<file path="src/design/dda_pkg.sv">
// Shared types and constants of the ray setup block.
`default_nettype none
package dda_pkg;
    localparam int SCREEN_WIDTH_DEF = 1024;
    localparam int COL_W            = 10;
    localparam int CAM_W            = 18;
    localparam int DIR_W            = 18;
    localparam int POS_W            = 24;
    localparam int RAY_W            = 19;
    localparam int MAG_W            = 19;
    localparam int REM_W            = MAG_W + 1;
    localparam int DIST_W           = 32;
    localparam int DIV_QBITS        = 33;
    localparam int DIV_PER_STAGE    = 3;
    localparam int DIV_STAGES       = (DIV_QBITS + DIV_PER_STAGE - 1) / DIV_PER_STAGE;
    localparam logic [DIST_W-1:0] SAT32 = '1;

    localparam int CFG_IDX_W = 3;
    localparam logic [CFG_IDX_W-1:0] REG_PLAYER_X   = 3'd0;
    localparam logic [CFG_IDX_W-1:0] REG_PLAYER_Y   = 3'd1;
    localparam logic [CFG_IDX_W-1:0] REG_VIEW_DIR_X = 3'd2;
    localparam logic [CFG_IDX_W-1:0] REG_VIEW_DIR_Y = 3'd3;
    localparam logic [CFG_IDX_W-1:0] REG_PLANE_X    = 3'd4;
    localparam logic [CFG_IDX_W-1:0] REG_PLANE_Y    = 3'd5;

    typedef struct packed {
        logic signed [RAY_W-1:0] ray;
        logic                    neg;
        logic                    zero;
        logic [MAG_W-1:0]        mag;
    } axis_t;

    typedef struct packed {
        logic signed [RAY_W-1:0] ray;
        logic                    step_pos;
        logic [DIST_W-1:0]       delta;
        logic [DIST_W-1:0]       side;
    } res_t;
endpackage
`default_nettype wire

</file>
<file path="src/design/dda_side.sv">
// Delta saturation and initial side distance, two stages.
`default_nettype none
module dda_side (
    input  logic                               aclk,
    input  logic                               aresetn,
    input  logic                               in_valid,
    output logic                               in_ready,
    input  dda_pkg::axis_t                     ax [2],
    input  logic [dda_pkg::DIV_QBITS-1:0]      quo [2],
    input  logic [15:0]                        frac [2],
    output logic                               out_valid,
    input  logic                               out_ready,
    output dda_pkg::res_t                      res [2]
);
    import dda_pkg::*;

    localparam int DW     = 17;
    localparam int PROD_W = DW + DIST_W;

    logic [1:0]          v_reg;
    logic                rdy0, rdy1;
    axis_t               ax_reg [2];
    logic [DIST_W-1:0]   delta_reg [2];
    logic [PROD_W-1:0]   prod_reg [2];
    res_t                res_reg [2];

    logic [DIST_W-1:0]   delta_next [2];
    logic [DW-1:0]       gap [2];
    logic [PROD_W-1:0]   prod_next [2];
    logic [PROD_W-17:0]  scaled [2];
    res_t                res_next [2];

    assign rdy1      = !v_reg[1] || out_ready;
    assign rdy0      = !v_reg[0] || rdy1;
    assign in_ready  = rdy0;
    assign out_valid = v_reg[1];
    assign res       = res_reg;

    always_comb begin
        for (int l = 0; l < 2; l++) begin
            delta_next[l] = (quo[l][DIV_QBITS-1] || ax[l].zero) ? SAT32 :
                            quo[l][DIST_W-1:0];
            gap[l] = ax[l].neg ? {1'b0, frac[l]} : DW'(65536) - {1'b0, frac[l]};
            prod_next[l] = PROD_W'(gap[l]) * PROD_W'(delta_next[l]);

            scaled[l] = prod_reg[l][PROD_W-1:16];
            res_next[l].ray      = ax_reg[l].ray;
            res_next[l].step_pos = !ax_reg[l].neg;
            res_next[l].delta    = delta_reg[l];
            res_next[l].side     = (ax_reg[l].zero || scaled[l][DIST_W]) ? SAT32 :
                                   scaled[l][DIST_W-1:0];
        end
    end

    always_ff @(posedge aclk) begin
        if (!aresetn) begin
            v_reg <= '0;
        end else begin
            if (rdy0) v_reg[0] <= in_valid;
            if (rdy1) v_reg[1] <= v_reg[0];
        end
        for (int l = 0; l < 2; l++) begin
            if (rdy0 && in_valid) begin
                ax_reg[l]    <= ax[l];
                delta_reg[l] <= delta_next[l];
                prod_reg[l]  <= prod_next[l];
            end
            if (rdy1 && v_reg[0]) res_reg[l] <= res_next[l];
        end
    end
endmodule
`default_nettype wire

</file>
<file path="config.mk">
export PLATFORM = sky130hd
export DESIGN_NAME = dda_side
export DESIGN_NICKNAME = d
export VERILOG_FILES = /design/src/design/dda_pkg.sv /design/src/design/dda_side.sv
export SDC_FILE = /design/constraint.sdc
export NUM_CORES = 2
export LEC_CHECK = 0
export ABC_AREA = 1
export BUFFER_PORTS_ARGS = -buffer_cell sky130_fd_sc_hd__buf_4
export CAP_MARGIN = 5
export CORE_MARGIN = 2
export CORE_UTILIZATION = 55
export CTS_BUF_LIST = sky130_fd_sc_hd__clkbuf_16
export CTS_CLUSTER_SIZE = 10
export DETAILED_ROUTE_END_ITERATION = 8
export PLACE_DENSITY_LB_ADDON = 0.3
export SLEW_MARGIN = 25
export SYNTH_ARGS = -nofsm -noshare
export SYNTH_HDL_FRONTEND = slang
export SYNTH_SLANG_ARGS = --single-unit
</file>
<file path="constraint.sdc">
create_clock -name aclk -period 13.5 [get_ports aclk]
set_clock_uncertainty 0.1 [all_clocks]
set_input_delay 2.7 -clock aclk [delete_from_list [all_inputs] [get_ports aclk]]
set_output_delay 2.7 -clock aclk [all_outputs]
set_load 0.03 [all_outputs]
</file>
Yosys cells after proc, flatten, opt, wreduce, memory -nomap -nowiden
Memories as Yosys holds them, arrays and structs flattened. A register that Yosys moved wholly into a read port is not among the register bits.
Index checks and enable logic that the tools add are counted.
{ "classes": {"div_mod_pow": 0, "add_sub_neg": 2, "eq_ne": 0, "multipliers": 2, "n_shift": 0, "n_lt_le_gt_ge": 0, "n_mux": 6, "n_bitwise": 0, "reduce_logical": 12} }
{ "ops": {"columns": ["op", "count"], "rows": [
  ["multiplier 17 x 32 -> 49 bit", 2],
  ["2-to-1 mux 32 bit", 2],
  ["2-to-1 mux 17 bit", 2],
  ["subtractor 17 x 16 -> 17 bit (first input constant)", 2],
  ["logical OR 1 bit", 6],
  ["logical NOT 1 bit", 4],
  ["logical AND 1 bit", 2],
  ["2-to-1 mux 1 bit", 2]
]} }
{ "totals": {"latch_bits": 0, "ff_bits": 106, "out_inout_bits": 170, "rom_bits": 0, "in_bits": 182, "ram_bits": 242, "memories": 3} }
{ "mem_list": {"columns": ["memory", "depth", "word_bits", "rd", "rd_ports_with_merged_regs", "write_ports", "line", "text"], "rows": [
  ["prod_reg", 2, 49, 2, 0, 2, "dda_side.sv:24", "logic [PROD_W-1:0] prod_reg [2];"],
  ["ax_reg", 2, 40, 2, 0, 2, "dda_side.sv:22", "axis_t ax_reg [2];"],
  ["delta_reg", 2, 32, 2, 2, 2, "dda_side.sv:23", "logic [DIST_W-1:0] delta_reg [2];"]
]} }

Depth between registers and ports, before layout
{ "logic_depth": {"ltp_word": 6, "depth_mapped": 37, "mapped_depth_nobuf": 36} }

Worst setup path after synthesis
No wires, ideal clock.
{ "synth_path": {"kind": "in2reg", "startpoint": "in out_ready", "endpoint": "reg res_reg (netlist bit res[0]), enable pin", "setup_time_ps": 751, "arrival_ps": 10804, "path_stages": 2, "n_path_buf": 0, "slack_ps": 1845, "cell_sequence": "inv_1 -> a21oi_1"} }
{ "synth_between": {"elab_chain_len": 2} }
{ "synth_rtl": {"columns": ["item", "line", "text"], "rows": [
  ["start: declaration", "dda_side.sv:12", "input logic out_ready,"],
  ["logical OR 1 bit", "dda_side.sv:33", "assign rdy1 = !v_reg[1] || out_ready;"],
  ["logical AND 1 bit", "dda_side.sv:68", "if (rdy1 && v_reg[0]) res_reg[l] <= res_next[l];"],
  ["end signal: indexed assignment", "dda_side.sv:68", null],
  ["end: declaration", "dda_side.sv:25", "res_t res_reg [2];"]
]} }
Every way passes these cells.
A chain may end at the register's enable or synchronous reset.

==> flow_summary.toml <==
[final_layout]
largest_reg_flops = 168
final_cells = 6892
area_growth_pct = 10.1
register_area_um2 = 10200
multi_input_area_um2 = 30800
fill_cells = 7464
final_area_um2 = 52100
fin_nets = 7046
num_antenna_cells = 0
layout-drive-gt1-share_pct = 8.21

[drt]
vias = 36834
drcViolationCount = 0
wl_per_cell_um = 19.7
dr.pass1.iters = 6
drt_iter0_markers = 3164
ant_nets = 0
vias_per_cell = 5.34
drt-total-wl_um = 136000

[worst_setup_path]
worstSetupStartpoint = "frac[0]"
worstPathMaxFanout = 30
slowest_delay_ns = 1.12
end_kind = "flip-flop"
worstSetupStartpointType = "primary input"
required_ns = 13.72
reg2reg_from = "v_reg[1]"
setup.worst_path.class = "primary input to flip-flop"
worstPathArrival_ns = 10.81
critical_path.slowest_cell = "clkinv_1"

[yosys]
syn_area_per_cell_um2 = 8.64
syn_area_um2 = 47300
synthesis.nets = 6800
synthAdderAreaFrac_pct = 44.3
synth_seq_cells = 342
ys.flop_type = "edfxtp_1"
synthDistinctLibCells = 41
yosysSeqAreaShare_pct = 21.6
synth-edff-count = 340
synth_simple_gate_area_share_pct = 17.2
synthArstFlopShare_pct = 0
synth-compound-area-share_pct = 2.83
yosys.area.top_type = "fa_1"
synthMuxAreaShare_pct = 0
synth_top_family_by_area = "adder cells"
ys_top_cells_by_count = "inv_1, nand2_1, fa_1"
netlist_instances = 5480
synthTopCellsByArea = "fa_1, edfxtp_1, inv_1"
synthMostInstantiatedCell = "inv_1"
synth_warnings = 0
synth_xor_area_share_pct = 0.814
yosysTopAreaCellShare_pct = 37.8

[cts]
clk_pin_slew_ns = 0.05
post_cts_buffers = 0
cts_resized = 0
cts_root_buf = "clkbuf_16"
cts_hold_buf = 0
clock_latency_ns = 0.63
numCtsBuffers = 43
clockBufferDepth = 3
cts_htree_levels = 2
cts_sinks = 342
cts_tree = "built"

[die]
io_pins = 352
core-area_um2 = 85300
initial_core_util_pct = 55.5
fp.dieH_um = 297
die_area_um2 = 88400
die_w_um = 297
row_count = 107

[min_path]
hold_class = "flip-flop to flip-flop"
min_from = "ax_reg[0][34]"

[sta]
final-setup-viol-count = 0
timing_max_transition_violations_final = 0
grt_setup_unrepaired = "false"
setup_slack_ns = 2.91
finalHoldViolCount = 0
fmax_mhz = 94.4
tns_ns = 0
finalCritPeriodShare_pct = 78.5
worstMarginPinSlew_ns = 1.15
fin_crit_ns = 10.59
maxSlewHeadroom_pct = 22.9

[place]
pre_cts_ws_ns = 2.70
gp_congestion = 0.964
place_area_um2 = 50800
placedCellCount = 6823
dp_hpwl_um = 105000
io_buffers = 313

[grt]
grt_pass1_wl_um = 214000
antenna_found_initial = 3
overflow = 0
grt_pass1_vias = 38620
grt_max_degree = 102
groute.usage.overall_pct = 31.5

[run_status]
status = "completed"

[job]
cap_violations = 0
[layout by cell type (no fill, tap or decap), drive strengths merged, types with 7 or more instances in the layout]
| cell | Yosys | layout |
|---|---|---|
| edfxtp | 340 | 340 |
| ha | 244 | 244 |
| fa | 894 | 894 |
| xnor2 | 11 | 11 |
| nand2 | 1303 | 1303 |
| o21a | 9 | 9 |
| nor2 | 560 | 560 |
| inv | 1493 | 1507 |
| a21oi | 129 | 129 |
| nand3 | 102 | 102 |
| clkinv | 16 | 24 |
| xor2 | 33 | 33 |
| o21bai | 11 | 11 |
| nand4 | 27 | 27 |
| o21ai | 86 | 86 |
| nor3 | 31 | 31 |
| a21boi | 7 | 7 |
| clkbuf | 101 | 43 |
| buf | 50 | 352 |
[per-stage QoR]
stage / hold slack [ns] / utilization [%]
3_3_place_gp: 0.300 / 59.6
5_1_grt: 0.312 / 61.1
3_5_place_dp: 0.305 / 59.6
6_report: 0.316 / 61.1
2_1_floorplan: 0.300 / -
4_1_cts: 0.313 / 61.1
[cell families after synthesis]
family,after synthesis
and+or+nand+nor,2046
buffers and inverters,1660
adders and majority gates,1138
DFF,342
AOI/OAI and AO/OA,250
xor gates and xnor gates,44
[routing by layer]
layer / share of wire [%] / GRT usage, % / up-vias
li1: - / - / 16390
met1: 40 / 42.9 / 18127
met2: 44 / 49.1 / 1983
met3: 11 / 8.17 / 332
met4: 3.8 / 11.0 / 2
met5: 0.0081 / 0 / -
[layout make-up]
class                      count  share of cell area (%)
clock buffer                  43                    2.06
sequential                   342                    19.7
tap                         1144                    2.75
clock inverter                24                   0.322
multi-input combinational   3478                    59.2
timing repair buffer         352                    5.16
inverter                    1509                    10.9
[critical path: cells and delay by family]
kind            cells  cell delay, ns
compound gates      3            0.81
fa+ha+maj           8            3.69
buf+inv             7            2.04
simple gates        9            1.56
[worst paths after layout]
| check | slack [ns] | endpoint | cells past startpoint |
|---|---|---|---|
| max | 2.91 | prod_reg[0][78] | 27 |
| min | 0.32 | res[162] | 0 |
| max reg2reg | 10.94 | prod_reg[0][43] | 4 |
| min reg2reg | 0.32 | res[162] | 0 |
Power is left out: the tool's default activity adds up to more than one toggle a clock period on the data nets, which glitch-free logic cannot reach.
