### config.mk
export PLATFORM = sky130hd
export DESIGN_NAME = dda_div
export DESIGN_NICKNAME = d
export VERILOG_FILES = /design/src/design/dda_pkg.sv /design/src/design/dda_div.sv
export SDC_FILE = /design/constraint.sdc
export NUM_CORES = 2
export LEC_CHECK = 0
export ABC_AREA = 0
export ABC_CLOCK_PERIOD_IN_PS = 20400
export BUFFER_PORTS_ARGS = -buffer_cell sky130_fd_sc_hd__buf_2
export CAP_MARGIN = 30
export CORE_AREA = 3 3 514 516
export CTS_BUF_LIST = sky130_fd_sc_hd__clkbuf_4 sky130_fd_sc_hd__clkbuf_8
export CTS_CLUSTER_DIAMETER = 200
export DETAILED_ROUTE_END_ITERATION = 12
export DIE_AREA = 0 0 517 519
export PLACE_DENSITY_LB_ADDON = 0.2
export SLEW_MARGIN = 20
export SYNTH_ARGS = -nofsm -noshare
export SYNTH_HDL_FRONTEND = slang
export SYNTH_SLANG_ARGS = --single-unit
### constraint.sdc
create_clock -name aclk -period 20.4 [get_ports aclk]
set_clock_uncertainty 0.1 [all_clocks]
set_input_delay 4.08 -clock aclk [delete_from_list [all_inputs] [get_ports aclk]]
set_output_delay 4.08 -clock aclk [all_outputs]
set_load 0.01 [all_outputs]
### src/design/dda_pkg.sv
// Shared types and constants of the ray setup block.
`default_nettype none
package dda_pkg;
    localparam int SCREEN_WIDTH_DEF = 1024;
    localparam int COL_W            = 10;
    localparam int CAM_W            = 18;
    localparam int DIR_W            = 18;
    localparam int POS_W            = 24;
    localparam int RAY_W            = 19;
    localparam int MAG_W            = 19;
    localparam int REM_W            = MAG_W + 1;
    localparam int DIST_W           = 32;
    localparam int DIV_QBITS        = 33;
    localparam int DIV_PER_STAGE    = 3;
    localparam int DIV_STAGES       = (DIV_QBITS + DIV_PER_STAGE - 1) / DIV_PER_STAGE;
    localparam logic [DIST_W-1:0] SAT32 = '1;

    localparam int CFG_IDX_W = 3;
    localparam logic [CFG_IDX_W-1:0] REG_PLAYER_X   = 3'd0;
    localparam logic [CFG_IDX_W-1:0] REG_PLAYER_Y   = 3'd1;
    localparam logic [CFG_IDX_W-1:0] REG_VIEW_DIR_X = 3'd2;
    localparam logic [CFG_IDX_W-1:0] REG_VIEW_DIR_Y = 3'd3;
    localparam logic [CFG_IDX_W-1:0] REG_PLANE_X    = 3'd4;
    localparam logic [CFG_IDX_W-1:0] REG_PLANE_Y    = 3'd5;

    typedef struct packed {
        logic signed [RAY_W-1:0] ray;
        logic                    neg;
        logic                    zero;
        logic [MAG_W-1:0]        mag;
    } axis_t;

    typedef struct packed {
        logic signed [RAY_W-1:0] ray;
        logic                    step_pos;
        logic [DIST_W-1:0]       delta;
        logic [DIST_W-1:0]       side;
    } res_t;
endpackage
`default_nettype wire

### src/design/dda_div.sv
// Pipelined restoring divider for 2^32 / magnitude, a few quotient bits a stage.
`default_nettype none
module dda_div (
    input  logic                                aclk,
    input  logic                                aresetn,
    input  logic                                in_valid,
    output logic                                in_ready,
    input  dda_pkg::axis_t                      ax_in [2],
    output logic                                out_valid,
    input  logic                                out_ready,
    output dda_pkg::axis_t                      ax_out [2],
    output logic [dda_pkg::DIV_QBITS-1:0]       quo [2]
);
    import dda_pkg::*;

    logic [DIV_STAGES-1:0]  v_reg;
    logic [DIV_STAGES:0]    rdy;
    logic [DIV_STAGES-1:0]  vin;
    axis_t                  ax_reg  [DIV_STAGES][2];
    logic [REM_W-1:0]       rem_reg [DIV_STAGES][2];
    logic [DIV_QBITS-1:0]   quo_reg [DIV_STAGES][2];
    logic [REM_W-1:0]       rem_next [DIV_STAGES][2];
    logic [DIV_QBITS-1:0]   quo_next [DIV_STAGES][2];

    assign in_ready  = rdy[0];
    assign out_valid = v_reg[DIV_STAGES-1];
    assign ax_out    = ax_reg[DIV_STAGES-1];
    assign quo       = quo_reg[DIV_STAGES-1];

    always_comb begin
        rdy[DIV_STAGES] = out_ready;
        for (int s = DIV_STAGES - 1; s >= 0; s--) begin
            rdy[s] = !v_reg[s] || rdy[s+1];
            vin[s] = (s == 0) ? in_valid : v_reg[(s == 0) ? 0 : s - 1];
        end
    end

    always_comb begin
        logic [REM_W-1:0]     r;
        logic [DIV_QBITS-1:0] q;
        logic [MAG_W-1:0]     m;
        int                   it;
        for (int s = 0; s < DIV_STAGES; s++) begin
            for (int l = 0; l < 2; l++) begin
                if (s == 0) begin
                    r = '0;
                    q = '0;
                    m = ax_in[l].mag;
                end else begin
                    r = rem_reg[(s == 0) ? 0 : s - 1][l];
                    q = quo_reg[(s == 0) ? 0 : s - 1][l];
                    m = ax_reg[(s == 0) ? 0 : s - 1][l].mag;
                end
                for (int j = 0; j < DIV_PER_STAGE; j++) begin
                    it = s * DIV_PER_STAGE + j;
                    if (it < DIV_QBITS) begin
                        // dividend is a single one at its top bit
                        r = {r[REM_W-2:0], (it == 0)};
                        if (r >= REM_W'(m)) begin
                            r = r - REM_W'(m);
                            q = {q[DIV_QBITS-2:0], 1'b1};
                        end else begin
                            q = {q[DIV_QBITS-2:0], 1'b0};
                        end
                    end
                end
                rem_next[s][l] = r;
                quo_next[s][l] = q;
            end
        end
    end

    always_ff @(posedge aclk) begin
        if (!aresetn) begin
            v_reg <= '0;
        end else begin
            for (int s = 0; s < DIV_STAGES; s++) begin
                if (rdy[s]) v_reg[s] <= vin[s];
            end
        end
        for (int s = 0; s < DIV_STAGES; s++) begin
            if (rdy[s] && vin[s]) begin
                for (int l = 0; l < 2; l++) begin
                    ax_reg[s][l]  <= (s == 0) ? ax_in[l] : ax_reg[(s == 0) ? 0 : s - 1][l];
                    rem_reg[s][l] <= rem_next[s][l];
                    quo_reg[s][l] <= quo_next[s][l];
                end
            end
        end
    end
endmodule
`default_nettype wire

**Word-level counts from Yosys, hierarchy flattened**

Memory sizes are Yosys's and may differ from the RTL's.
Index checks and enable logic that the tools add are counted.

- Reductions and logical operators: 33
- Muxes and demuxes: 154
- Order comparisons: 66
- Add/subtract/negate cells: 66

Operator list:

| operator | count |
|---|---|
| >= comparator 20 x 19 -> 1 bit | 64 |
| 2-to-1 mux 19 bit | 44 |
| subtractor 19 bit | 42 |
| 2-to-1 mux 20 bit | 22 |
| subtractor 20 x 19 -> 20 bit | 22 |
| 2-to-1 mux 1 bit | 88 |
| >= comparator 1 x 19 -> 1 bit (first input constant) | 2 |
| subtractor 1 x 19 -> 19 bit (first input constant) | 2 |
| logical AND 1 bit | 11 |
| logical NOT 1 bit | 11 |
| logical OR 1 bit | 11 |

- Memories: 3
- RAM bits: 2046
- Output and inout bits: 148
- Register bits: 11

Memories:

| memory | depth | width | rd ports | clocked after Yosys merged registers in | wr ports | line | text |
|---|---|---|---|---|---|---|---|
| ax_reg | 11 | 80 | 11 | 0 | 11 | dda_div.sv:19 | `axis_t ax_reg [DIV_STAGES][2];` |
| quo_reg | 11 | 66 | 11 | 0 | 11 | dda_div.sv:21 | `logic [DIV_QBITS-1:0] quo_reg [DIV_STAGES][2];` |
| rem_reg | 11 | 40 | 10 | 0 | 11 | dda_div.sv:20 | `logic [REM_W-1:0] rem_reg [DIV_STAGES][2];` |

**Logic depth before layout (Yosys ltp)**

- Word-level depth: 15
- Mapped depth: 39
- Gate-level depth less buffers: 35

**Worst setup path after synthesis**

No wires, ideal clock.

- Path type: input port to flip-flop
- Start point: input port out_ready
- End point: memory ax_reg[8][0] (netlist name) (enable)
- Arrival time: 16.732 ns
- Path slack: 2.601 ns
- Stages on the path: 3
- Setup time: 0.967 ns
- Required time: 19.333 ns
- Cell sequence: nor2b_1 -> and2_1 -> a21boi_0

RTL lines:

| what | line | text |
|---|---|---|
| from (decl) | dda_div.sv:10 | `input logic out_ready,` |
| to (decl) | dda_div.sv:19 |  |

==> impl_results.md <==
- Type of destination of the critical path: register
- Max_cap viols: 0
- CORE AREA: 260,000 sq um
- Outcome: complete, no violations
- Util after Layout: 49.5%
- Period utilisation layout: 52.9%
- Number of global-route vias before repair: 85.8k
- Relative slew slack: 24.0%
- P_leak: 51.0 nW
- Worst path buffer plus inverter count: 6
- Vias/cell: 5.73
- Synth Instances: 11.1k
- CP Max Fanout: 19
- Post-CTS Setup Bufs: 0
- Routability cong.: 0.928
- Die X: 517 um
- Clk buf depth: 4
- Clk sinks: 1,667
- Mux share of post-synthesis cell area: 6.54%
- Hold WC Path Type: register to register
- Global Route Usage Sum: 22.1%
- DR iter-0 viols: 5,843
- Final wirelength: 307,000 um
- Pre-antenna DRT Iters: 6
- First-pass GRT wire length: 476,000 um
- Syn. warnings: 0
- Crit path launch type: input port
- Post-synthesis xor/xnor area fraction: 6.47%
- IO Port Bufs: 231
- Antenna viol nets, final: 0
- Synth Area in Simple Gates: 11.9%
- Slowest cell on the critical path: o31ai_1
- FF+latch count, synth: 1,667
- Fmax: 92.7 MHz
- Synth Area per Inst: 10.5 sq um
- DR vias: 87.1k
- Die ar.: 268,000 sq um
- Fin crit period: 10.79 ns
- Residual DRC: 0
- Cell Rows: 187
- P&R area growth vs syn: 10.1%
- Share of layout cells above drive strength 1: 13.4%
- Required time worst endpoint: 20.99 ns
- Crit Path Category: input port to register
- Hold buffers post-CTS: 0
- CP delay by family, top: compound AO/OA/AOI/OAI gates
- Complex-gate fraction of the synthesized area: 16.5%
- I/O pins: 232
- Final Power: 21.2 mW
- Async SR Flop Fraction: 0%
- Final-report hold violation count: 0
- Clock Latency Late Sink: 0.96 ns
- Register area share after synthesis: 42.8%
- Cts repair resizes: 0
- Final HPWL DP: 240,000 um
- Die H: 519 um
- DR WL/cell: 20.2 um
- Worst slew pin tran: 1.14 ns
- Synthesized area: 117,000 sq um
- Slew Limit Fails: 0
- Adder-cell share of the synthesized area: 12.9%
- Largest family of logic cells by synthesized area: compound AO/OA/AOI/OAI gates
- GRT Residual Overflow: 0
- Top FF cell, synth: edfxtp_1
- Sum Neg Setup Slack: 0 ns
- Worst Path Arrival: 11.38 ns
- Max reg flops: 880
- Max incr delay on CP: 0.64 ns
- Post-synth EDFFs: 1,656
- RSZ-0062 raised after global routing: false
- Final layout net count: 12.8k
- Final-report setup violation count: 0
- Initial antenna violation count: 13
- Pwr dens: 165 nW/um^2
- Clock root buffer master: clkbuf_8
- CTS tree: built
- Synth cell types: 105
- Htree depth: 5
- Starting Density: 44.9%
- Worst-path clk slew: 0.06 ns
- Cts bufs inserted: 299
- Largest net degree at the start of global routing: 137
- Max VDD drop: 0.202 mV
==> cell type report <==
class,instances,area [sq um]
diodes,10,25.0
inverters,735,2760
multi-input cells,8561,63600
clock inverters,136,1230
repair buffers,309,1850
clock buffers,386,4840
flip-flops and latches,1667,49900
fillers,23387,131000
well taps,3402,4260
==> final timing paths <==
path | slack [ns] | endpoint | cells past startpoint | startpoint
hold reg to reg | 0.29 | ax_reg[6][71]$_DFFE_PP_ | 0 | ax_reg[5][71]$_DFFE_PP_
setup reg to reg | 10.03 | rem_reg[8][23]$_DFFE_PP_ | 33 | ax_reg[7][40]$_DFFE_PP_
setup / recovery | 9.61 | rem_reg[0][21]$_DFFE_PP_ | 29 | ax_in[42]
hold / removal | 0.29 | ax_reg[6][71]$_DFFE_PP_ | 0 | ax_reg[5][71]$_DFFE_PP_
==> through the flow <==
step	setup slack, ns	instance area (sq um)	cells	hold WS, ns
after global routing	8.92	129000	15203	0.284
after floorplan	2.60	117000	11125	0.300
after global placement	8.60	122000	14664	0.300
after CTS	9.59	128000	15192	0.279
after detailed placement	8.59	122000	14670	0.305
final	9.61	129000	15206	0.286
==> layer usage <==
layer | track usage [%] | wire length (um) | vias to the layer above
met2 | 37.3 | 146000 | 2100
met5 | 0 | 0 | -
li1 | - | - | 42766
met3 | 2.69 | 13400 | 522
met1 | 29.2 | 137000 | 41730
met4 | 7.56 | 10500 | 0
==> synthesized netlist by cell type (74+ instances only) <==
master,count,area share (%)
inv_1,711,2.3
xor2_1,275,2.1
nor2b_1,171,0.92
a21o_1,280,1.8
xnor2_1,587,4.4
nor2_1,754,2.4
or2_2,74,0.40
edfxtp_1,1656,43
o211ai_1,86,0.55
a211oi_1,116,0.75
o31ai_1,97,0.62
o21ai_0,647,2.8
o21bai_1,87,0.56
ha_1,1172,13
a31oi_1,98,0.53
and3_1,111,0.59
nand2b_1,165,0.88
nor3_1,280,1.2
and2_1,87,0.47
o21a_1,183,1.2
a21oi_1,787,3.4
clkbuf_1,114,0.37
nand2_1,685,2.2
nand3_1,199,0.85
mux2_2,617,6.0
or3_1,103,0.55
nand4_1,74,0.40
==> cell families (layout without fill, tap and decap cells) <==
logic type | Yosys count | count (layout)
AOI/OAI and AO/OA | 2955 | 2955
and+or+nand+nor | 2855 | 2855
DFF | 1667 | 1667
adders and majority gates | 1192 | 1192
buffers and inverters | 897 | 1566
xor gates and xnor gates | 862 | 862
muxes | 681 | 681
other | 1 | 26
==> cell usage in the layout, fill, tap and decap left out, drive strengths merged, types with 307 or more instances in the layout <==
| cell type | Yosys | layout |
|---|---|---|
| a21oi | 788 | 788 |
| buf | 48 | 307 |
| clkbuf | 114 | 387 |
| edfxtp | 1656 | 1656 |
| ha | 1172 | 1172 |
| inv | 730 | 736 |
| mux2 | 634 | 634 |
| nand2 | 685 | 685 |
| nor2 | 756 | 756 |
| o21ai | 672 | 672 |
| xnor2 | 587 | 587 |
==> power breakdown <==
group	switching, mW	internal (mW)
Clock	1.41	1.82
Sequential	0.134	4.50
Combinational	7.25	6.11
Note: power is estimated with default switching activity, not from simulation.
