===== src/design/dda_pkg.sv =====
// Shared types and constants of the ray setup block.
`default_nettype none
package dda_pkg;
    localparam int SCREEN_WIDTH_DEF = 1024;
    localparam int COL_W            = 10;
    localparam int CAM_W            = 18;
    localparam int DIR_W            = 18;
    localparam int POS_W            = 24;
    localparam int RAY_W            = 19;
    localparam int MAG_W            = 19;
    localparam int REM_W            = MAG_W + 1;
    localparam int DIST_W           = 32;
    localparam int DIV_QBITS        = 33;
    localparam int DIV_PER_STAGE    = 3;
    localparam int DIV_STAGES       = (DIV_QBITS + DIV_PER_STAGE - 1) / DIV_PER_STAGE;
    localparam logic [DIST_W-1:0] SAT32 = '1;

    localparam int CFG_IDX_W = 3;
    localparam logic [CFG_IDX_W-1:0] REG_PLAYER_X   = 3'd0;
    localparam logic [CFG_IDX_W-1:0] REG_PLAYER_Y   = 3'd1;
    localparam logic [CFG_IDX_W-1:0] REG_VIEW_DIR_X = 3'd2;
    localparam logic [CFG_IDX_W-1:0] REG_VIEW_DIR_Y = 3'd3;
    localparam logic [CFG_IDX_W-1:0] REG_PLANE_X    = 3'd4;
    localparam logic [CFG_IDX_W-1:0] REG_PLANE_Y    = 3'd5;

    typedef struct packed {
        logic signed [RAY_W-1:0] ray;
        logic                    neg;
        logic                    zero;
        logic [MAG_W-1:0]        mag;
    } axis_t;

    typedef struct packed {
        logic signed [RAY_W-1:0] ray;
        logic                    step_pos;
        logic [DIST_W-1:0]       delta;
        logic [DIST_W-1:0]       side;
    } res_t;
endpackage
`default_nettype wire


===== src/design/dda_ray.sv =====
// Ray direction per axis: plane times camera coordinate, then add and saturate.
`default_nettype none
module dda_ray (
    input  logic                               aclk,
    input  logic                               aresetn,
    input  logic                               in_valid,
    output logic                               in_ready,
    input  logic signed [dda_pkg::CAM_W-1:0]   cam,
    input  logic signed [dda_pkg::DIR_W-1:0]   dir [2],
    input  logic signed [dda_pkg::DIR_W-1:0]   plane [2],
    output logic                               out_valid,
    input  logic                               out_ready,
    output dda_pkg::axis_t                     ax [2]
);
    import dda_pkg::*;

    localparam int PROD_W = DIR_W + CAM_W;
    localparam int SUM_W  = PROD_W - 16 + 1;

    logic [1:0]               v_reg;
    logic                     rdy0, rdy1;
    logic signed [PROD_W-1:0] prod_reg [2];
    axis_t                    ax_reg [2];
    axis_t                    ax_next [2];
    logic signed [SUM_W-1:0]  sum [2];
    logic signed [RAY_W-1:0]  ray [2];

    assign rdy1      = !v_reg[1] || out_ready;
    assign rdy0      = !v_reg[0] || rdy1;
    assign in_ready  = rdy0;
    assign out_valid = v_reg[1];
    assign ax        = ax_reg;

    always_comb begin
        for (int l = 0; l < 2; l++) begin
            // floor of the product by 2^16 is its upper bits, sign kept
            sum[l] = SUM_W'(dir[l]) + SUM_W'($signed(prod_reg[l][PROD_W-1:16]));
            if (sum[l] > SUM_W'(262143)) begin
                ray[l] = RAY_W'(262143);
            end else if (sum[l] < -SUM_W'(262144)) begin
                ray[l] = RAY_W'(-262144);
            end else begin
                ray[l] = sum[l][RAY_W-1:0];
            end
            ax_next[l].ray  = ray[l];
            ax_next[l].neg  = ray[l][RAY_W-1];
            ax_next[l].zero = (ray[l] == '0);
            ax_next[l].mag  = ray[l][RAY_W-1] ? MAG_W'(-ray[l]) : MAG_W'(ray[l]);
        end
    end

    always_ff @(posedge aclk) begin
        if (!aresetn) begin
            v_reg <= '0;
        end else begin
            if (rdy0) v_reg[0] <= in_valid;
            if (rdy1) v_reg[1] <= v_reg[0];
        end
        for (int l = 0; l < 2; l++) begin
            if (rdy0 && in_valid) prod_reg[l] <= plane[l] * cam;
            if (rdy1 && v_reg[0]) ax_reg[l] <= ax_next[l];
        end
    end
endmodule
`default_nettype wire


===== config.mk =====
export PLATFORM = sky130hd
export DESIGN_NAME = dda_ray
export DESIGN_NICKNAME = d
export VERILOG_FILES = /design/src/design/dda_pkg.sv /design/src/design/dda_ray.sv
export SDC_FILE = /design/constraint.sdc
export NUM_CORES = 2
export LEC_CHECK = 0
export BUFFER_PORTS_ARGS = -buffer_cell sky130_fd_sc_hd__buf_2
export CAP_MARGIN = 10
export CORE_MARGIN = 4
export CORE_UTILIZATION = 35
export CTS_BUF_LIST = sky130_fd_sc_hd__clkbuf_4
export DETAILED_ROUTE_END_ITERATION = 6
export PLACE_DENSITY = 0.54
export SYNTH_ARGS = -nofsm -noshare
export SYNTH_HDL_FRONTEND = slang
export SYNTH_SLANG_ARGS = --single-unit

===== constraint.sdc =====
create_clock -name aclk -period 9.2 [get_ports aclk]
set_clock_uncertainty 0.2 [all_clocks]
set_input_delay 0.92 -clock aclk [delete_from_list [all_inputs] [get_ports aclk]]
set_output_delay 0.92 -clock aclk [all_outputs]
set_load 0.02 [all_outputs]

### Word-level counts from Yosys, hierarchy flattened

Memory sizes are Yosys's and may differ from the RTL's.
Index checks and enable logic that the tools add are counted.

* reduce and logical (&&, ||, !) cells: 8
* multipliers: 2
* $lt $le $gt $ge: 4
* multiplexer cells: 8
* add/subtract/negate cells: 4

Operators by type and width (count)
* $mux 19: 4
* $mul 18x18->36: 2
* $add 18x20->21: 2
* $gt 21x19->1 const B: 2
* $lt 21x19->1 const B: 2
* $logic_not 19->1: 2
* $neg 19->19: 2
* $mux 18: 2
* $logic_and 1x1->1: 2
* $logic_not 1->1: 2
* $logic_or 1x1->1: 2
* $mux 1: 2

* memories kept: 1
* memory bits (writable): 72
* word-level logic and storage cells: 39
* input port bits: 94
* bits in registers: 82
* output and inout port bits: 82

Memory list
* prod_reg: depth 2, bits a word 36, rd ports 2, clocked after Yosys merged registers in 0, write ports 2, line dda_ray.sv:22 `logic signed [PROD_W-1:0] prod_reg [2];`

### Longest topological paths before layout

An unclocked memory read counts as a cell.

* depth after elaboration: 7
* mapped depth: 28
* depth with buffers taken out: 27

### Least setup slack after synthesis

Ideal clock, no wire load.

* kind: input port to flip-flop
* start: input port cam[3] (netlist name)
* end: memory prod_reg[0][35] (netlist name) (data pin)
* stages on the path: 22
* slack: 1933 ps
* data required time: 8864 ps
* arrival: 6932 ps
* library setup time: 136 ps
* cells stage by stage: clkbuf_1 -> clkbuf_1 -> nand2_1 -> inv_1 -> fa_1 -> fa_1 -> fa_1 -> fa_1 -> fa_1 -> inv_1 -> fa_1 -> inv_1 -> ha_1 -> a21o_1 -> a21o_1 -> a21oi_1 -> nor2b_1 -> o21ai_0 -> nand2_1 -> o31a_1 -> or4_1 -> nand3_1

RTL lines
* start: declaration: line dda_ray.sv:8 `input logic signed [dda_pkg::CAM_W-1:0] cam,`
* end: declaration: line dda_ray.sv:22

==> impl_metrics.sql <==
INSERT INTO impl_metrics (metric_group, metric, value, unit) VALUES
('global_routing', 'grt.met3_usage', '2.111', '%'),
('timing', 'final.setup.tns', '0', 'ns'),
('global_routing', 'grt_first_pass_wirelength', '124100', 'µm'),
('route', 'ant_nets', '0', ''),
('cts', 'clock_tree.buffer_depth', '2', ''),
('setup_path', 'timing.critical_path.required', '9.37', 'ns'),
('yosys', 'synth_enable_flop_cells', '116', ''),
('floorplan', 'initial_core_util', '35.38', '%'),
('min_path', 'hold_path.class', 'input pin to register', ''),
('timing', 'post-route-min-period', '7.509', 'ns'),
('yosys', 'distinct_cells_synth', '83', ''),
('global_routing', 'pin_count_of_the_biggest_net_entering_global_routing', '68', ''),
('setup_path', 'critical_path_peak_fanout', '36', ''),
('timing', 'min_period_over_period', '81.62', '%'),
('yosys', 'synth_seq_area_share', '11.44', '%'),
('cts', 'cts_hold_buffers', '0', ''),
('place', 'globalplace.congestion', '0.8557', ''),
('min_path', 'holdCritStartpoint', 'aresetn', ''),
('global_routing', 'antenna_found_initial', '13', ''),
('global_routing', 'met1_usage', '23.30', '%'),
('cts', 'tritoncts_buffer_count', '17', ''),
('yosys', 'post-synth-top-count-cell', 'inv_1', ''),
('yosys', 'synth_area_leaders', 'fa_1, edfxtp_1, inv_1', ''),
('setup_path', 'slowest_delay', '0.59', 'ns'),
('setup_path', 'worstPathCellList', 'buf_2 > nand2_1 > fa_1 > fa_1 > fa_1 > inv_1 > fa_1 > fa_1 > inv_1 > fa_1 > inv_1 > ha_1 > nand3_1 > nor4b_1 > nor2_1 > o21ai_0 > a211oi_1 > nor2_1 > a41o_1 > a31oi_1 > nor3_1 > o21bai_1 > xnor2_1', ''),
('yosys', 'synth-seq-cells', '118', ''),
('global_routing', 'grt.overflow.total', '0', ''),
('setup_path', 'worstSetupEndpointType', 'register', ''),
('floorplan', 'core-area', '87020', 'µm²'),
('yosys', 'synth_warnings', '0', ''),
('cts', 'clkTransAtPathRegs', '0.12', 'ns'),
('yosys', 'post_synth_inst_count', '3292', ''),
('global_routing', 'track_usage', '16.69', '%'),
('outcome', 'run_status', 'completed', ''),
('yosys', 'synthArstFlopShare', '0', '%'),
('yosys', 'mappedNetlistArea', '30790', 'µm²'),
('global_routing', 'top_usage_layer', 'met2', ''),
('setup_path', 'crit_top_cell', 'fa_1', ''),
('cts', 'postCtsSetupBuffers', '0', ''),
('setup_path', 'regToRegEndpoint', 'ax[10]$_DFFE_PP_', ''),
('cts', 'tritoncts', 'built', ''),
('place', 'placed_wire_length_estimate_after_detailed_placement', '61020', 'µm'),
('route', 'via_per_inst', '4.841', ''),
('setup_path', 'worstSetupStartpointType', 'input pin', ''),
('yosys', 'avg_inst_size_synth', '9.352', 'µm²'),
('yosys', 'fraction_of_synthesized_cell_area_taken_by_the_top_area_cell_type', '42.79', '%'),
('cts', 'cts.sink_count', '118', ''),
('timing', 'grt_setup_unrepaired', 'false', ''),
('cells_and_area', 'growth_of_design_area_from_synthesis_to_finish', '7.335', '%'),
('floorplan', 'die_width', '304.6', 'µm'),
('floorplan', 'die_y', '304.6', 'µm'),
('setup_path', 'critical_path.slowest_cell', 'buf_2', ''),
('yosys', 'top_cell_types_by_occurrence_after_synthesis', 'inv_1, fa_1, nand2_1', ''),
('yosys', 'synth_nets', '4262', ''),
('timing', 'finalHoldViolations', '0', ''),
('route', 'routed-via-count', '21990', ''),
('timing', 'slew_headroom', '31.89', '%'),
('yosys', 'post-synth-top-area-cell', 'fa_1', ''),
('timing', 'maxClockFrequency', '133.2', 'MHz'),
('setup_path', 'path_class', 'input pin to register', ''),
('route', 'drt-pass1-iter-count', '6', ''),
('cells_and_area', 'final_net_count', '4341', ''),
('timing', 'final-max-slew-violation-count', '0', ''),
('floorplan', 'dieArea', '92770', 'µm²'),
('floorplan', 'placement_rows', '108', ''),
('setup_path', 'reg2reg_setup_slack', '3.45', 'ns'),
('yosys', 'synth_top_flop_cell', 'edfxtp_1', ''),
('global_routing', 'met2_usage', '28.02', '%'),
('global_routing', 'grt_pass1_vias', '22940', ''),
('min_path', 'worstHoldEndpoint', 'v_reg[1]$_SDFFE_PN0P_', ''),
('cts', 'clkLatencyLatePin', '0.64', 'ns');
## worst max-delay path by stage
stage | start | slack (ns) | depth (start not counted) | endpoint
5_1_grt | cam[4] | 1.38 | 23 | prod_reg[0][71]$_DFFE_PP_
3_5_place_dp | cam[4] | 1.10 | 23 | prod_reg[0][71]$_DFFE_PP_
6_report | cam[4] | 1.69 | 23 | prod_reg[0][71]$_DFFE_PP_
4_1_cts | cam[4] | 1.82 | 23 | prod_reg[0][71]$_DFFE_PP_
2_1_floorplan | cam[3] | 1.93 | 22 | prod_reg[0][35]$_DFFE_PP_
3_3_place_gp | cam[4] | 1.29 | 23 | prod_reg[0][71]$_DFFE_PP_
## layout make-up
cell class	instances	area (µm²)
inverters	746	2800
clock inverters	14	176.4
well taps	1155	1445
diodes	4	10.01
fillers	8970	53980
flip-flops and latches	118	3523
multi-input cells	2291	23920
repair buffers	197	1041
clock buffers	17	127.6
## metrics by stage
| stage | worst slack (ns) | std cells | instance area [µm²] | hold WS (ns) | utilization [%] |
|---|---|---|---|---|---|
| floorplan | 1.933 | 3292 | 30790 | 0.2768 | - |
| global placement | 1.292 | 4507 | 32730 | 0.3239 | 37.61 |
| detailed placement | 1.102 | 4507 | 32730 | 0.3221 | 37.61 |
| CTS | 1.818 | 4538 | 33040 | 0.2333 | 37.96 |
| global route | 1.376 | 4540 | 33040 | 0.2610 | 37.97 |
| finish | 1.691 | 4542 | 33050 | 0.3165 | 37.97 |
## layout by cell type, fill, tap and decap left out, types with 5 or more instances in the layout
master    count
buf_2       175
nand3_1      18
inv_1       743
and2_1      299
o211ai_1      8
buf_4        22
ha_1        218
xor2_1       43
and3_1        6
edfxtp_1    116
o22ai_1       7
nand4_1       7
a21oi_1     117
o21ai_0      79
nand2b_1     23
nor4_1        8
a211oi_1     14
a21o_1       33
or2_2         7
fa_1        658
nor3_1       23
a31oi_1      17
clkbuf_4     17
xnor2_1      63
o21bai_1     12
o21ai_1       6
nor2_1      121
nand2_1     380
o31ai_1       5
o21a_1       23
a211o_1       5
nor2b_1       9
## cell families (layout without fill, tap and decap cells)
kind of cell,after synthesis,count (layout),share of synthesized area [%]
AND/OR/NAND/NOR,922,922,14.63
adder cells (fa/ha/maj),876,876,51.65
other,0,4,0
AO/OA/AOI/OAI,378,378,7.933
flip-flops,118,118,11.44
buffers and inverters,883,974,10.88
XOR/XNOR,109,109,3.211
multiplexers,6,6,0.2520
## critical path: cells and delay by family
family | cells | cell delay [ns]
and+or+nand+nor | 6 | 1.26
xor gates and xnor gates | 1 | 0.13
buffers and inverters | 4 | 0.74
adders and majority gates | 7 | 3.32
AOI/OAI and AO/OA | 5 | 1.28
## per-layer routing
layer	share of wire, %	wire length, µm
met4	1.7	1281
met3	4.4	3282
met1	45	33280
met2	49	36590
met5	0.039	29
Power is left out: the tool's default activity adds up to more than one toggle a clock period on the data nets, which glitch-free logic cannot reach.
