[src/design/dda_pkg.sv]
// Shared types and constants of the ray setup block.
`default_nettype none
package dda_pkg;
    localparam int SCREEN_WIDTH_DEF = 1024;
    localparam int COL_W            = 10;
    localparam int CAM_W            = 18;
    localparam int DIR_W            = 18;
    localparam int POS_W            = 24;
    localparam int RAY_W            = 19;
    localparam int MAG_W            = 19;
    localparam int REM_W            = MAG_W + 1;
    localparam int DIST_W           = 32;
    localparam int DIV_QBITS        = 33;
    localparam int DIV_PER_STAGE    = 3;
    localparam int DIV_STAGES       = (DIV_QBITS + DIV_PER_STAGE - 1) / DIV_PER_STAGE;
    localparam logic [DIST_W-1:0] SAT32 = '1;

    localparam int CFG_IDX_W = 3;
    localparam logic [CFG_IDX_W-1:0] REG_PLAYER_X   = 3'd0;
    localparam logic [CFG_IDX_W-1:0] REG_PLAYER_Y   = 3'd1;
    localparam logic [CFG_IDX_W-1:0] REG_VIEW_DIR_X = 3'd2;
    localparam logic [CFG_IDX_W-1:0] REG_VIEW_DIR_Y = 3'd3;
    localparam logic [CFG_IDX_W-1:0] REG_PLANE_X    = 3'd4;
    localparam logic [CFG_IDX_W-1:0] REG_PLANE_Y    = 3'd5;

    typedef struct packed {
        logic signed [RAY_W-1:0] ray;
        logic                    neg;
        logic                    zero;
        logic [MAG_W-1:0]        mag;
    } axis_t;

    typedef struct packed {
        logic signed [RAY_W-1:0] ray;
        logic                    step_pos;
        logic [DIST_W-1:0]       delta;
        logic [DIST_W-1:0]       side;
    } res_t;
endpackage
`default_nettype wire

[src/design/dda_cam.sv]
// Column clamp and camera coordinate, two stages.
`default_nettype none
module dda_cam #(
    parameter int SCREEN_WIDTH = dda_pkg::SCREEN_WIDTH_DEF
) (
    input  logic                                 aclk,
    input  logic                                 aresetn,
    input  logic                                 in_valid,
    output logic                                 in_ready,
    input  logic [dda_pkg::COL_W-1:0]            column,
    output logic                                 out_valid,
    input  logic                                 out_ready,
    output logic signed [dda_pkg::CAM_W-1:0]     cam
);
    import dda_pkg::*;

    localparam int SW_W      = $clog2(SCREEN_WIDTH + 1);
    localparam int NUM_SHIFT = 17;
    localparam int REC_W     = NUM_SHIFT + COL_W + 1;
    localparam int PROD_W    = REC_W + COL_W;
    localparam int EST_W     = NUM_SHIFT + 1;
    localparam int CHK_W     = EST_W + SW_W;
    localparam logic [REC_W-1:0] RECIP =
        REC_W'((64'd1 << (NUM_SHIFT + COL_W)) / SCREEN_WIDTH);

    logic [1:0]              v_reg;
    logic                    rdy0, rdy1;
    logic [COL_W-1:0]        col_reg;
    logic [EST_W-1:0]        est_reg;
    logic signed [CAM_W-1:0] cam_reg;

    logic [COL_W-1:0]        col_next;
    logic [PROD_W-1:0]       prod_next;
    logic [EST_W-1:0]        est_inc, q_next;
    logic [CHK_W-1:0]        chk, num;
    logic signed [CAM_W-1:0] cam_next;

    assign rdy1      = !v_reg[1] || out_ready;
    assign rdy0      = !v_reg[0] || rdy1;
    assign in_ready  = rdy0;
    assign out_valid = v_reg[1];
    assign cam       = cam_reg;

    always_comb begin
        // clamp out-of-range columns to the last one
        if ({{(CHK_W-COL_W){1'b0}}, column} >= CHK_W'(SCREEN_WIDTH)) begin
            col_next = COL_W'(SCREEN_WIDTH - 1);
        end else begin
            col_next = column;
        end
        prod_next = PROD_W'(col_next) * PROD_W'(RECIP);
        est_inc   = est_reg + EST_W'(1);
        chk       = CHK_W'(est_inc) * CHK_W'(SCREEN_WIDTH);
        num       = CHK_W'({col_reg, {NUM_SHIFT{1'b0}}});
        q_next    = (chk <= num) ? est_inc : est_reg;
        cam_next  = $signed(CAM_W'(q_next) - CAM_W'(65536));
    end

    always_ff @(posedge aclk) begin
        if (!aresetn) begin
            v_reg <= '0;
        end else begin
            if (rdy0) v_reg[0] <= in_valid;
            if (rdy1) v_reg[1] <= v_reg[0];
        end
        if (rdy0 && in_valid) begin
            col_reg <= col_next;
            est_reg <= prod_next[EST_W+COL_W-1:COL_W];
        end
        if (rdy1 && v_reg[0]) cam_reg <= cam_next;
    end
endmodule
`default_nettype wire

[config.mk]
export PLATFORM = sky130hd
export DESIGN_NAME = dda_cam
export DESIGN_NICKNAME = d
export VERILOG_FILES = /design/src/design/dda_pkg.sv /design/src/design/dda_cam.sv
export SDC_FILE = /design/constraint.sdc
export NUM_CORES = 1
export LEC_CHECK = 0
export CORE_AREA = 2 2 39 41
export DETAILED_ROUTE_END_ITERATION = 10
export DIE_AREA = 0 0 41 43
export DONT_BUFFER_PORTS = 1
export GPL_TIMING_DRIVEN = 0
export PLACE_DENSITY = 0.74
export SLEW_MARGIN = 5
export SYNTH_ARGS = -nofsm -noshare
export SYNTH_HDL_FRONTEND = slang
export SYNTH_SLANG_ARGS = --single-unit
[constraint.sdc]
create_clock -name aclk -period 3.4 [get_ports aclk]
set_clock_uncertainty 0.15 [all_clocks]
set_input_delay 0.51 -clock aclk [delete_from_list [all_inputs] [get_ports aclk]]
set_output_delay 0.51 -clock aclk [all_outputs]
set_load 0.01 [all_outputs]
Word-level counts from Yosys, hierarchy flattened

Cells that the tools add are included.

Output and inout bits: 20
Input bits: 14
Word-level logic and storage cells: 14
Register bits: 30

Add/subtract/negate cells: 2
$lt $le $gt $ge: 1
Reduce and logical (&&, ||, !) cells: 6
Mux-type cells: 1

Operator list:

| cell                                                 | number |
|---|---|
| <= comparator 28 x 27 -> 1 bit                       | 1 |
| adder 17 x 1 -> 18 bit (second input constant)       | 1 |
| 2-to-1 mux 18 bit                                    | 1 |
| subtractor 18 x 17 -> 18 bit (second input constant) | 1 |
| logical AND 1 bit                                    | 2 |
| zero test 1 bit                                      | 2 |
| logical OR 1 bit                                     | 2 |

Depth between registers and ports, before layout

Gate-level depths: netlist of the first run.

Word-level depth: 4
Gate-level depth with buffers: 2
Mapped depth without buffers: 2

Worst setup path after synthesis of the first run

OpenSTA, ideal clock, no wires.

Path kind: input port to flip-flop
Start: input port out_ready
End: register col_reg[0], enable pin
Required time: 2.870 ns
Cell stages on the path: 2
Library setup time: 0.380 ns
Buffers on the path: 0
Path slack: 1.772 ns
Arrival time: 1.098 ns
Cells stage by stage: nor2b_4 > a21oi_1

Cells in the longest elaborated chain, start to end: 3

RTL lines:

| item                   | line          | RTL |
|---|---|---|
| start: declaration     | dda_cam.sv:12 | `input logic out_ready,` |
| logical OR 1 bit       | dda_cam.sv:38 | `assign rdy1 = !v_reg[1] \|\| out_ready;` |
| logical OR 1 bit       | dda_cam.sv:39 | `assign rdy0 = !v_reg[0] \|\| rdy1;` |
| logical AND 1 bit      | dda_cam.sv:66 | `if (rdy0 && in_valid) begin` |
| end signal: assignment | dda_cam.sv:67 | `col_reg <= col_next;` |
| end: declaration       | dda_cam.sv:28 | `logic [COL_W-1:0] col_reg;` |

Every way passes these cells.
A chain may end at the register's enable or synchronous reset.

Final worst setup path of the first run

Start: register v_reg[1]
End: register col_reg[4], enable pin

Cells in the longest elaborated chain, start to end: 4

RTL lines:

| item                     | line          | RTL |
|---|---|---|
| start: declaration       | dda_cam.sv:26 | `logic [1:0] v_reg;` |
| start signal: assignment | dda_cam.sv:64 | `if (rdy1) v_reg[1] <= v_reg[0];` |
| zero test 1 bit          | dda_cam.sv:38 |  |
| logical OR 1 bit         | dda_cam.sv:38 |  |
| logical OR 1 bit         | dda_cam.sv:39 |  |
| logical AND 1 bit        | dda_cam.sv:66 |  |

Every way passes these cells.

==> flow_summary.ini, run 1 <==
[outcome]
status = complete, no violations

[floorplan]
dieArea_um2 = 1760
num_rows = 14
dieHeight_um = 43
coreArea_um2 = 1380
io-pin-count = 34
initial_core_util_pct = 55.8
die_x_um = 41

[global_route]
grt_pass1_vias = 284
antenna_found_initial = 0
globalRouteOverflowTotal = 0
grt.total_usage_pct = 11.4
grt_max_degree = 13
grt_pass1_wl_um = 1230

[timing]
hold_viol_final = 0
timing.final.crit_share_pct = 52.4
fin_ws_ps = 1620
slew_violations = 0
tns_ps = 0
worst_pin_slew_ps = 911
fmax_mhz = 561
slew_headroom_pct = 39.3
grt_setup_unrepaired = no
finalSetupViolCount = 0
period_needed_ps = 1780

[setup_path]
path_class = flip-flop to flip-flop
worstReg2RegStart = v_reg[1]
end_kind = flip-flop
required_ps = 3180
worstPathMaxFanout = 10
worstSetupStartpoint = v_reg[1]
cp_data_arrival_time_ps = 1560
crit_path_start_kind = flip-flop

[route]
routed_wl_um = 844
wire_per_inst_um = 13.0
viasPerCell = 4.62
dr.pass1.iters = 2
drcViolationCount = 0
drtAntennaViolNets = 0
drt-initial-drc-count = 5
num_vias = 300

[pwr]
p_int_mw = 0.385
ir_worst_vdd_v = 0.000296
sw_frac_of_total_pct = 18.7
p_seq_share_pct = 67.5
switchingPower_mw = 0.0888
power_frac_clock_pct = 28.4
p_leak_nw = 0.344
combPwrFrac_pct = 4.1
power.density_nw_per_um2 = 557

[finish]
fill_cells = 100
diodes = 0
finalNetCount = 64
multiInputGateArea_um2 = 86.3
layout-drive-gt1-share_pct = 28.6
final_common_cell = edfxtp_1
most-common-layout-cells = edfxtp_1 (20), buf_4 (8), conb_1 (7), clkbuf_4 (3)
seq_area_um2 = 641
area_growth_pct = 10.2

[yosys]
syn_inst = 39
yosysWarnings = 0
mappedNetlistArea_um2 = 772
synth_seq_area_share_pct = 83.0
ys_seq_elements = 22
synth_cell_types = 11
syn_avg_cell_area_um2 = 19.8

[clocking]
cts_max_level = 1
numCtsBuffers = 3
cts_root_buffer = clkbuf_4
cts_setup_buffers = 0
hold_buffers = 0
cts_buffer_depth = 2
cts_tree = yes
clk_latency_ps = 290
clock-sinks = 22
ctsResizeCount = 0
clk_pin_slew_ps = 110

[run]
maxCapViolCount = 0

[worst_hold_path]
holdCritPathClass = input pin to flip-flop
hold_start = column[6]

[placement]
dp_slack_ps = 1600
io_buffers = 0
gp_congestion = 0.619
==> synthesized netlist by cell type <==
master    count  area, um2
o21a_1        1       7.51
nor2b_4       1       13.8
dfxtp_1       2       40.0
inv_1         2       7.51
a21oi_1       1       5.00
buf_4         8       60.1
nand3b_4      1       20.0
edfxtp_1     20        601
conb_1        1       3.75
a21boi_1      1       7.51
nor2b_1       1       6.26
==> power by group through the flow <==
stage	Clock [mW]	Sequential, mW	Combinational (mW)
after detailed placement	0	0.326	0.0194
after global placement	0	0.325	0.0187
after CTS	0.137	0.320	0.0194
after floorplan	0	0.324	0.0178
after global routing	0.148	0.322	0.0217
final	0.135	0.320	0.0196
==> cell type report <==
type                    count  share of cell area [%]
clock buffers               4                    4.26
flip-flops and latches     22                    75.3
inverters                   2                   0.882
plain buffers               8                    7.06
well taps                  16                    2.35
multi-input cells          13                    10.1
==> path summary, 6_finish.rpt <==
path / to / slack, ps / cells past startpoint
max reg2reg: col_reg[4] / 1620 / 2
min: col_reg[6] / 150 / 0
min reg2reg: cam[8] / 280 / 0
max: col_reg[4] / 1620 / 2
==> through the flow <==
stage | std cells | power, mW | instance area (um2) | utilization [%] | hold WS [ps]
after detailed placement | 61 | 0.346 | 815 | 58.9 | 255
after global placement | 61 | 0.344 | 815 | 58.9 | 254
after CTS | 65 | 0.477 | 851 | 61.5 | 147
final | 65 | 0.474 | 851 | 61.5 | 154
after global routing | 65 | 0.491 | 851 | 61.5 | 135
after floorplan | 45 | 0.342 | 795 | - | 250
==> layer usage <==
metal,routed length [um],up-vias,GRT usage (%)
met5,0,-,0
met2,449,19,16.9
met4,12,0,10.0
met1,327,135,12.2
met3,54,2,3.66
li1,-,144,-
==> cells by family (layout without fill, tap and decap cells) <==
group                  after synthesis  after routing  synth area share (%)
AND/OR/NAND/NOR                      3              3                  5.19
flip-flops                          22             22                  83.0
buffers and inverters               10             14                  8.75
AO/OA/AOI/OAI                        3              3                  2.59
other                                1              7                 0.486
==> worst max-delay path, stage by stage, from the launching register on <==
cell     delay (ps)
dfxtp_1         390
nor2b_4         160
a21oi_1         720
No activity file was read; power rests on OpenSTA's default activity.
==> inputs of run 2 (changes only) <==
- CORE_AREA: 2 2 39 41 -> unset
- CORE_MARGIN: unset -> 2
- CORE_UTILIZATION: unset -> 51
- DIE_AREA: 0 0 41 43 -> unset
- PLACE_DENSITY: 0.74 -> 0.69
- clock period: 3.4 -> 1.6 ns (I/O delays scaled with it)
==> flow_summary.ini, run 2 (same netlist as run 1, synthesis figures left out) <==
[floorplan]
io-pin-count = 34
dieArea_um2 = 1840
dieHeight_um = 42.9
num_rows = 14
initial_core_util_pct = 53.1
die_x_um = 42.9
coreArea_um2 = 1450

[clocking]
clk_latency_ps = 290
cts_buffer_depth = 2
cts_root_buffer = clkbuf_4
numCtsBuffers = 3
cts_max_level = 1
clock-sinks = 22
cts_tree = yes
cts_setup_buffers = 0
clk_pin_slew_ps = 100

[worst_hold_path]
holdPathEnd = v_reg[1]
hold_start = out_ready
holdPathStages = 2
holdCritPathClass = input pin to flip-flop

[timing]
tns_ps = 0
fmax_mhz = 672
finalSetupViolCount = 0
worst_pin_slew_ps = 540
slew_violations = 0
grt_setup_unrepaired = no
fin_ws_ps = 111
hold_viol_final = 0
period_needed_ps = 1490
whs_ps = 20.0
timing.final.crit_share_pct = 93.0
slew_headroom_pct = 64.0

[finish]
diodes = 0
instances_no_fill = 77
area_growth_pct = 25.3
finish.instance_area_um2 = 967
final_common_cell = edfxtp_1
final_util_pct = 66.5
most-common-layout-cells = edfxtp_1 (20), dlygate4sd3_1 (12), buf_4 (8), conb_1 (7), clkbuf_4 (3)
finalNetCount = 76
layout-drive-gt1-share_pct = 24.6

[setup_path]
rr_endpoint = col_reg[5]
end_kind = flip-flop
worstPathMaxFanout = 10
cp_data_arrival_time_ps = 1270
worstReg2RegStart = v_reg[1]
crit_path_start_kind = flip-flop
required_ps = 1390
rrSetupSlack_ps = 110
rr_worst_depth = 2
path_class = flip-flop to flip-flop

[global_route]
globalRouteOverflowTotal = 0
grt_pass1_vias = 362
antenna_found_initial = 0
grt.total_usage_pct = 12.3
grt_pass1_wl_um = 1550
grt_max_degree = 13

[pwr]
p_leak_nw = 0.389
fin_total_pwr_mw = 0.981
ir_worst_vdd_v = 0.000692
power.density_nw_per_um2 = 1010

[placement]
io_buffers = 0
dp_slack_ps = -167
gp_congestion = 0.592
place_area_um2 = 815
place_inst = 61

[route]
viasPerCell = 4.61
num_vias = 355
wire_per_inst_um = 12.6
drcViolationCount = 0
dr.pass1.iters = 3
drtAntennaViolNets = 0
routed_wl_um = 967
drt-initial-drc-count = 6

[run]
maxCapViolCount = 0

[outcome]
status = complete, no violations
[run 2: cell types whose count changed in the layout (fill, tap and decap cells not counted), sizes merged]
cell / delta
dlygate4sd3: +12
[run 2: layer usage]
metal / wire length (um) / vias to the layer above / GRT usage [%] / part of all wire (%)
met1: 347 / 162 / 12.6 / 36
met3: 90 / 2 / 4.26 / 9.3
met5: 0 / - / 0 / 0
met4: 12 / 0 / 9.38 / 1.2
met2: 517 / 22 / 20.3 / 53
li1: - / 169 / - / -
[run 2: how the worst max path moves through the flow]
stage                        start         end  slack [ps]  cells past startpoint
final                     v_reg[1]  col_reg[5]         110                      2
after global routing      v_reg[1]  col_reg[0]          50                      2
after global placement    v_reg[1]  col_reg[2]        -120                      2
after CTS                 v_reg[1]  col_reg[0]         100                      2
after floorplan           v_reg[1]  col_reg[0]          10                      2
after detailed placement  v_reg[1]  col_reg[3]        -170                      2
[run 2: repair_timing]
| item | CTS | global route |
|---|---|---|
| hold buffers | 12 | 0 |
| endpoints found under the setup margin | 20 | 0 |
| resized for setup | 2 | 0 |
| hold endpoints to repair | 12 | 0 |
[run 2: worst max-delay path, stage by stage, from the launching register on]
cell	delay [ps]
dfxtp_1	390
nor2b_4	170
a21oi_2	440
[run 2: final cells by class]
type / count / area (um2)
Tap cell: 16 / 20.0
Inverter: 2 / 7.51
Fill cell: 106 / 487
Sequential cell: 22 / 641
Clock buffer: 4 / 26.3
Timing Repair Buffer: 12 / 120
Multi-Input combinational cell: 13 / 92.6
Buffer: 8 / 60.1
[run 2: power breakdown]
part	total, mW	switching, mW	leakage (nW)	internal [mW]
sequential	0.678	0.0175	0.208	0.661
clock	0.235	0.139	0.0150	0.0968
combinational	0.0672	0.0286	0.166	0.0386
total	0.981	0.185	0.389	0.796
